--- config.mk ---
export PLATFORM = sky130hd
export DESIGN_NAME = lrgbycc_matrix
export DESIGN_NICKNAME = d
export VERILOG_FILES = /design/src/rtl/lrgbycc_pkg.sv /design/src/rtl/lrgbycc_matrix.sv
export SDC_FILE = /design/constraint.sdc
export NUM_CORES = 2
export LEC_CHECK = 0
export BUFFER_PORTS_ARGS = -buffer_cell sky130_fd_sc_hd__buf_2
export CORE_MARGIN = 4
export CORE_UTILIZATION = 30
export DETAILED_ROUTE_END_ITERATION = 10
export PLACE_DENSITY = 0.43
export SLEW_MARGIN = 20
export SYNTH_ARGS = -nofsm -noshare
export SYNTH_HDL_FRONTEND = slang
export SYNTH_SLANG_ARGS = --single-unit
--- constraint.sdc ---
create_clock -name clock -period 12.8 [get_ports clock]
set_input_delay 1.28 -clock clock [delete_from_list [all_inputs] [get_ports clock]]
set_output_delay 1.28 -clock clock [all_outputs]
set_load 0.02 [all_outputs]
--- src/rtl/lrgbycc_pkg.sv ---
`timescale 1ns / 1ps
`default_nettype none

package lrgbycc_pkg;

   // Channel lanes.
   localparam int LANES    = 3;
   localparam int CH_RED   = 0;
   localparam int CH_GREEN = 1;
   localparam int CH_BLUE  = 2;

   // Field and datapath widths.
   localparam int LIN_W   = 24;   // signed Q4.20 linear input
   localparam int MAG_W   = 24;   // magnitude, up to 2^23 for the most negative input
   localparam int EXP_W   = 5;    // leading-one position
   localparam int OCT_W   = 4;    // octave number within the curve table
   localparam int GAM_W   = 28;   // signed gamma-coded value, 24 fraction bits
   localparam int LINW_W  = 25;   // scaled magnitude on the linear segment
   localparam int LING_W  = 20;   // gamma value on the linear segment
   localparam int ACC_W   = 45;   // matrix sum, 40 fraction bits
   localparam int COEF_W  = 17;   // signed Q16 matrix coefficient
   localparam int RES_W   = 8;
   localparam int RES_LSB = 32;

   // sRGB curve geometry.
   localparam int OCT_LOW   = 11;
   localparam int OCT_COUNT = 13;
   localparam int TOP_EXP   = 23;
   localparam logic [MAG_W-1:0] KNEE_MAG = 24'd3282;

   // Linear segment: round(m * 206.72) = floor((m * 5168 + 12) / 25).
   localparam logic [12:0] LIN_MUL   = 13'd5168;
   localparam logic [4:0]  LIN_BIAS  = 5'd12;
   localparam logic [25:0] RECIP25   = 26'd42949673;   // ceil(2^30 / 25)
   localparam int          RECIP_SH  = 30;
   localparam int          RECIP_PW  = LINW_W + 26;

   // JFIF matrix, Q16.
   localparam logic signed [COEF_W-1:0] Y_R  = 17'sd19595;
   localparam logic signed [COEF_W-1:0] Y_G  = 17'sd38470;
   localparam logic signed [COEF_W-1:0] Y_B  = 17'sd7471;
   localparam logic signed [COEF_W-1:0] CB_R = -17'sd11059;
   localparam logic signed [COEF_W-1:0] CB_G = -17'sd21709;
   localparam logic signed [COEF_W-1:0] CB_B = 17'sd32768;
   localparam logic signed [COEF_W-1:0] CR_R = 17'sd32768;
   localparam logic signed [COEF_W-1:0] CR_G = -17'sd27439;
   localparam logic signed [COEF_W-1:0] CR_B = -17'sd5329;

   localparam logic signed [ACC_W-1:0] CHROMA_OFFSET = 45'sh0_8000_0000_00;  // 2^39
   localparam logic signed [ACC_W-1:0] ACC_ONE       = 45'sh1_0000_0000_00;  // 2^40
   localparam logic [RES_W-1:0]        RES_MAX       = 8'hFF;

   typedef logic [LANES-1:0][LIN_W-1:0] lin_vec_type;
   typedef logic [LANES-1:0][GAM_W-1:0] gamma_vec_type;

   // Largest Y with Y^12 <= x^5 * 2^236, i.e. floor(2^28 * (x / 2^20)^(5/12)).
   // Evaluated only at elaboration to build the curve table.
   function automatic logic [29:0] root_5_12(input logic [24:0] x);
      logic [383:0] tgt;
      logic [383:0] pw;
      logic [383:0] m1;
      logic [383:0] m2;
      logic [383:0] m3;
      logic [383:0] m6;
      logic [383:0] m12;
      logic [30:0]  lo;
      logic [30:0]  hi;
      logic [30:0]  mid;
      tgt = 384'(x);
      pw  = tgt * tgt;
      pw  = pw * tgt;
      pw  = pw * tgt;
      pw  = pw * tgt;
      tgt = pw << 236;
      lo  = 31'd0;
      hi  = 31'd1 << 30;
      for (int k = 0; k < 32; k++) begin
         if ((hi - lo) > 31'd1) begin
            mid = lo + ((hi - lo) >> 1);
            m1  = 384'(mid);
            m2  = m1 * m1;
            m3  = m2 * m1;
            m6  = m3 * m3;
            m12 = m6 * m6;
            if (m12 <= tgt) begin
               lo = mid;
            end else begin
               hi = mid;
            end
         end
      end
      return lo[29:0];
   endfunction

   // Gamma-coded value at one curve node.
   function automatic logic signed [GAM_W-1:0] curve_node(input int unsigned node,
                                                           input int unsigned seg_bits);
      int unsigned e;
      int unsigned seg;
      logic [24:0] x;
      longint      y;
      longint      v;
      e   = OCT_LOW + (node >> seg_bits);
      seg = node & ((32'd1 << seg_bits) - 32'd1);
      x   = (25'd1 << e) + (25'(seg) << (e - seg_bits));
      y   = longint'(root_5_12(x));
      v   = (1055 * y + 8000) / 16000 - 922747;
      return GAM_W'(v);
   endfunction

   // Scale a matrix sum to 8 bits with clamping at both ends.
   function automatic logic [RES_W-1:0] clamp8(input logic signed [ACC_W-1:0] acc);
      logic [RES_W-1:0] res;
      if (acc <= 0) begin
         res = '0;
      end else if (acc >= ACC_ONE) begin
         res = RES_MAX;
      end else begin
         res = acc[RES_LSB +: RES_W];
      end
      return res;
   endfunction

endpackage

`default_nettype wire

--- src/rtl/lrgbycc_matrix.sv ---
`timescale 1ns / 1ps
`default_nettype none

// Three-stage JFIF YCbCr matrix with 8-bit clamping.
module lrgbycc_matrix
   import lrgbycc_pkg::*;
(
   input  logic             clock,
   input  logic             reset,
   input  logic             in_valid,
   output logic             in_ready,
   input  gamma_vec_type    in_gamma,
   output logic             out_valid,
   input  logic             out_ready,
   output logic [RES_W-1:0] out_luma,
   output logic [RES_W-1:0] out_chroma_blue,
   output logic [RES_W-1:0] out_chroma_red
);

   localparam int STAGES = 3;

   // Pipeline control: valid bits and per-stage load enables.
   logic [STAGES-1:0] valid_ff;
   logic [STAGES-1:0] valid_in;
   logic [STAGES:0]   stage_go;

   always_comb begin
      stage_go[STAGES] = out_ready;
      for (int k = STAGES - 1; k >= 0; k--) begin
         stage_go[k] = !valid_ff[k] || stage_go[k+1];
      end
      valid_in = {valid_ff[STAGES-2:0], in_valid};
   end

   always_ff @(posedge clock) begin
      if (reset) begin
         valid_ff <= '0;
      end else begin
         for (int k = 0; k < STAGES; k++) begin
            if (stage_go[k]) begin
               valid_ff[k] <= valid_in[k];
            end
         end
      end
   end

   assign in_ready  = stage_go[0];
   assign out_valid = valid_ff[STAGES-1];

   // Stage 1: the nine coefficient products.
   logic signed [GAM_W-1:0] g_r, g_g, g_b;
   logic signed [ACC_W-1:0] p_yr_ff, p_yg_ff, p_yb_ff, p_yr_in, p_yg_in, p_yb_in;
   logic signed [ACC_W-1:0] p_br_ff, p_bg_ff, p_bb_ff, p_br_in, p_bg_in, p_bb_in;
   logic signed [ACC_W-1:0] p_rr_ff, p_rg_ff, p_rb_ff, p_rr_in, p_rg_in, p_rb_in;
   logic m1_neutral_ff, m1_neutral_in;

   always_comb begin
      g_r = $signed(in_gamma[CH_RED]);
      g_g = $signed(in_gamma[CH_GREEN]);
      g_b = $signed(in_gamma[CH_BLUE]);
      p_yr_in = ACC_W'(Y_R)  * ACC_W'(g_r);
      p_yg_in = ACC_W'(Y_G)  * ACC_W'(g_g);
      p_yb_in = ACC_W'(Y_B)  * ACC_W'(g_b);
      p_br_in = ACC_W'(CB_R) * ACC_W'(g_r);
      p_bg_in = ACC_W'(CB_G) * ACC_W'(g_g);
      p_bb_in = ACC_W'(CB_B) * ACC_W'(g_b);
      p_rr_in = ACC_W'(CR_R) * ACC_W'(g_r);
      p_rg_in = ACC_W'(CR_G) * ACC_W'(g_g);
      p_rb_in = ACC_W'(CR_B) * ACC_W'(g_b);
      m1_neutral_in = (g_r == g_g) && (g_g == g_b);
   end

   // Stage 2: row sums, with the chroma offset.
   logic signed [ACC_W-1:0] acc_y_ff, acc_cb_ff, acc_cr_ff;
   logic signed [ACC_W-1:0] acc_y_in, acc_cb_in, acc_cr_in;
   logic m2_neutral_ff;

   always_comb begin
      acc_y_in  = p_yr_ff + p_yg_ff + p_yb_ff;
      acc_cb_in = p_br_ff + p_bg_ff + p_bb_ff + CHROMA_OFFSET;
      acc_cr_in = p_rr_ff + p_rg_ff + p_rb_ff + CHROMA_OFFSET;
   end

   // Stage 3: scale and clamp into the output register.
   logic [RES_W-1:0] luma_ff, cb_ff, cr_ff;

   always_ff @(posedge clock) begin
      if (stage_go[0]) begin
         p_yr_ff <= p_yr_in;
         p_yg_ff <= p_yg_in;
         p_yb_ff <= p_yb_in;
         p_br_ff <= p_br_in;
         p_bg_ff <= p_bg_in;
         p_bb_ff <= p_bb_in;
         p_rr_ff <= p_rr_in;
         p_rg_ff <= p_rg_in;
         p_rb_ff <= p_rb_in;
         m1_neutral_ff <= m1_neutral_in;
      end
      if (stage_go[1]) begin
         acc_y_ff      <= acc_y_in;
         acc_cb_ff     <= acc_cb_in;
         acc_cr_ff     <= acc_cr_in;
         m2_neutral_ff <= m1_neutral_ff;
      end
      if (stage_go[2]) begin
         luma_ff <= clamp8(acc_y_ff);
         cb_ff   <= clamp8(acc_cb_ff);
         cr_ff   <= clamp8(acc_cr_ff);
      end
   end

   assign out_luma        = luma_ff;
   assign out_chroma_blue = cb_ff;
   assign out_chroma_red  = cr_ff;

   // Gray pixels land exactly on the chroma midpoint, and luma clamps at both ends.
   a_gray_chroma: assert property (@(posedge clock) disable iff (reset)
      valid_ff[1] && m2_neutral_ff |-> acc_cb_ff == CHROMA_OFFSET && acc_cr_ff == CHROMA_OFFSET)
      else $error("gray pixel has nonzero chroma");
   a_luma_low: assert property (@(posedge clock) disable iff (reset)
      valid_ff[1] && stage_go[2] && acc_y_ff <= 0 |=> luma_ff == '0)
      else $error("luma did not clamp to zero");
   a_luma_high: assert property (@(posedge clock) disable iff (reset)
      valid_ff[1] && stage_go[2] && acc_y_ff >= ACC_ONE |=> luma_ff == RES_MAX)
      else $error("luma did not clamp to full scale");

endmodule

`default_nettype wire

Yosys cells after proc, flatten, opt, wreduce, memory -nomap -nowiden

Cells that the tools add are included.

Register bits after elaboration: 532
Logic and storage cells: 48
Input bits: 88
Output and inout bits: 26

Multipliers: 7
$lt $le $gt $ge: 6
Add/subtract/negate cells: 8
Reduce and logical (&&, ||, !) cells: 6
Multiplexer cells: 3

Operators with widths:

| kind                     | count |
|---|---|
| $add A45 B45 Y45         | 4 |
| $mul A16 B28 Y44 const A | 4 |
| $ge A45 B42 Y1 const B   | 3 |
| $le A45 B1 Y1 const B    | 3 |
| $add A45 B41 Y45 const B | 2 |
| $mul A14 B28 Y42 const A | 2 |
| $add A43 B45 Y45         | 1 |
| $add A45 B43 Y45         | 1 |
| $mul A15 B28 Y43 const A | 1 |
| $mux W8                  | 3 |
| $logic_not A1 Y1         | 3 |
| $logic_or A1 B1 Y1       | 3 |

Logic depth before layout (Yosys ltp)

Depth in word-level cells: 4
Depth in mapped cells: 25
Mapped depth without buffers: 23

Least setup slack after synthesis

No wires, ideal clock.

Path kind: input -> output
Start: input out_ready
End: output in_ready
Required time: 11520 ps
Path slack: 2611 ps
Path buffers: 0
Cell stages on the path: 3
Arrival: 8909 ps
Cell sequence: nor2b_1 and2_1 nand2_1

Cells in the longest elaborated chain, start to end: 3

Ends and longest elaborated chain:

| element                          | line                 | RTL |
|---|---|---|
| start: declaration               | lrgbycc_matrix.sv:14 | `input logic out_ready,` |
| $logic_or A1 B1 Y1 (3 in series) | lrgbycc_matrix.sv:30 | `stage_go[k] = !valid_ff[k] \|\| stage_go[k+1];` |
| end: declaration                 | lrgbycc_matrix.sv:11 | `output logic in_ready,` |

No other way between the ends.

Final worst setup path

Start: input in_gamma[37] (netlist name)
End: register p_bg_ff[43], data pin

Cells in the longest elaborated chain, start to end: 1

Ends and longest elaborated chain:

| element                | line                 | RTL |
|---|---|---|
| start: declaration     | lrgbycc_matrix.sv:12 | `input gamma_vec_type in_gamma,` |
| $mul A16 B28 Y44       | lrgbycc_matrix.sv:65 | `p_bg_in = ACC_W'(CB_G) * ACC_W'(g_g);` |
| named net p_bg_in[43]  | lrgbycc_matrix.sv:53 | `logic signed [ACC_W-1:0] p_br_ff, p_bg_ff, p_bb_ff, p_br_in, p_bg_in, p_bb_in;` |
| end signal: assignment | lrgbycc_matrix.sv:93 | `p_bg_ff <= p_bg_in;` |
| end: declaration       | lrgbycc_matrix.sv:53 |  |

The timed path passes the listed nets, and every way through them passes these cells.
A chain may end at the register's enable or synchronous reset.

==> reports/metrics.cfg <==
[clock_tree]
cts_tree=yes
clk_path_buf_depth=3
cts-root-buf=clkbuf_16
clk_pin_slew_worst_paths_ps=60
post-cts-setup-buffers=0
cts_made_buffers=69
cts_resized=0
cts_sinks=510
cts_max_level=3
clk_latency_ps=700
ctsHoldBuffers=0

[worst_setup_path]
path_max_fanout=16
worst_r2r_endpoint=acc_cb_ff[36]
endpoint=p_bg_ff[43]
start_kind=input port
rr_worst_depth=14
crit_required_ps=13210
end_kind=flop
critPathLaunch=in_gamma[37]
cp_data_arrival_time_ps=8120
worstSetupPathType=in2reg
worstReg2RegStart=p_br_ff[1]
rrSetupSlack_ps=7770

[die]
die_w_microns=534
start_util_pct=30.2
dieArea_sq_um=285000
fp-row-count=192
die_height_microns=534
boundaryPins=114
fp.coreArea_sq_um=275000

[yosys]
syn_nets=10800
synth_ff_type=edfxtp_1
synth_common_cells=inv_1, ha_1, fa_1
yosysSeqAreaShare_pct=18.4
syn_inst=8006
yosysTopAreaCell=fa_1
synth-seq-cells=510
synth-edff-count=507
async_reset_ff_share_pct=0
synth.area.top_cells=fa_1, ha_1, edfxtp_1
netlist-cell-type-count=100
synth.top_cell.area_share_pct=29.1
synth-warning-count=0
yosysMostFrequentCell=inv_1
syn_area_per_cell_sq_um=10.4
netlist_area_sq_um=83000

[grt]
gr-usage-met2_pct=31.7
grtUsageMet3_pct=2.11
grt.total_usage_pct=19.1
grt_first_pass_wirelength_microns=401000
antenna_found_initial=14
grtUsageMet1_pct=27.1
grt-busiest-layer=met2
grt_max_degree=73
grt-ovfl-total=0
grt_pass1_vias=58700

[routing]
routedWlPerCell_microns=22.8
avgViaCountPerCell=4.72
drc=0
drtIter0Drc=4007
wirelength_microns=272000
via_count=56100
antenna_left=0
dr.pass1.iters=7

[place]
routabilityCongestion=0.907
io_buffers=113
dp_hpwl_microns=232000
dp_slack_ps=4380

[sta]
whs_ps=469
fin_ws_ps=5090
rsz0062_at_grt=false
fin_crit_sh_pct=60.3
setup_viol=0
relSlewSlack_pct=23.7
finalHoldViolCount=0
max_freq_mhz=130
worst_clock_skew_ps=49.3
tns_ps=0
slew_viol_final=0
period_minus_slack_ps=7710
worst_pin_slew_ps=1130

[outcome]
status=completed

[cells_and_area]
drive_gt1_share_pct=3.60
area_delta_synth_final_pct=8.89
fin_nets=10900
fillers=28200
multi_input_area_sq_um=59800
finish.utilization_pct=32.9
regArea_sq_um=15300

[flow_run]
maxCapViolCount=0

[worst_hold_path]
hp-class=reg2reg

## metal layers
metal | part of all wire (%) | vias to the layer above
met5 | 0.0099 | -
met4 | 1.8 | 4
met3 | 4.3 | 168
met2 | 47 | 1112
met1 | 47 | 28500
li1 | - | 26300
## worst min-delay path by stage
| stage | startpoint | to | cells past startpoint |
|---|---|---|---|
| 3_3_place_gp | valid_ff[1] | valid_ff[2] | 2 |
| 4_1_cts | valid_ff[1] | valid_ff[2] | 2 |
| 2_1_floorplan | valid_ff[1] | valid_ff[2] | 2 |
| 6_report | valid_ff[1] | valid_ff[2] | 2 |
| 5_1_grt | valid_ff[1] | valid_ff[2] | 2 |
| 3_5_place_dp | valid_ff[1] | valid_ff[2] | 2 |
## logic make-up after synthesis
group	count (synthesis)	share of synthesized area (%)
fa+ha+maj	2666	51.1
buf+inv	2126	9.62
flops	510	18.4
mux	23	0.279
compound gates	1268	10.0
xor+xnor	469	4.97
simple gates	944	5.65
## area by class of cell
cell class,count,share of cell area [%]
inverters,2056,8.54
flip-flops and latches,510,16.9
multi-input cells,5370,66.1
well taps,3686,5.10
diodes,8,0.0221
repair buffers,134,0.803
clock inverters,44,0.519
clock buffers,78,1.97
## registers in the layout, indices dropped and copies added (netlist names), 26 cells and up
register	flops
acc_cb_ff	45
acc_cr_ff	45
acc_y_ff	45
p_bg_ff	44
p_yr_ff	44
p_rg_ff	43
p_br_ff	42
p_yb_ff	42
p_rb_ff	40
p_yg_ff	40
p_bb_ff	27
p_rr_ff	26
## through the flow
step	instances	instance area [sq um]
global placement	11800	88100
global route	11900	90400
detailed placement	11800	88100
CTS	11900	90400
finish	11900	90400
floorplan	8006	83000
## cell usage in the layout (no fill, tap or decap), drive strengths merged, types with 12 or more instances in the layout
cell type	synthesis	layout
nor4	35	35
a21oi	393	393
a211oi	32	32
ha	1458	1458
nor2b	42	42
and4	12	12
mux2i	22	22
o21bai	60	60
and3	54	54
a221oi	15	15
o211ai	19	19
nand3	70	70
clkinv	1	31
or2	16	16
nand2b	73	73
buf	8	134
a41oi	13	13
xor2	153	153
o31ai	25	25
nor3	52	52
o21ai	212	212
o21a	75	75
xnor2	315	315
nor2	240	240
fa	1206	1206
and2	35	35
inv	2055	2058
clkbuf	62	78
a21o	245	245
a31oi	49	49
nand2	225	225
nand4	48	48
edfxtp	507	507
## worst max-delay path: stages
cell and delay (ps):
buf_2 530, inv_1 270, ha_1 400, fa_1 490
inv_1 70, fa_1 480, fa_1 500, fa_1 490
inv_1 50, fa_1 470, inv_1 40, ha_1 390
nand2_1 120, o21ai_1 80, or4_1 440, o211ai_1 540
a21oi_1 300, o311a_1 460, o221ai_1 330, a21oi_1 120
nor2_1 150, xnor2_1 70
Power is not shown: default switching activity piles up to over one toggle a cycle in this logic, so the estimate is an artifact.
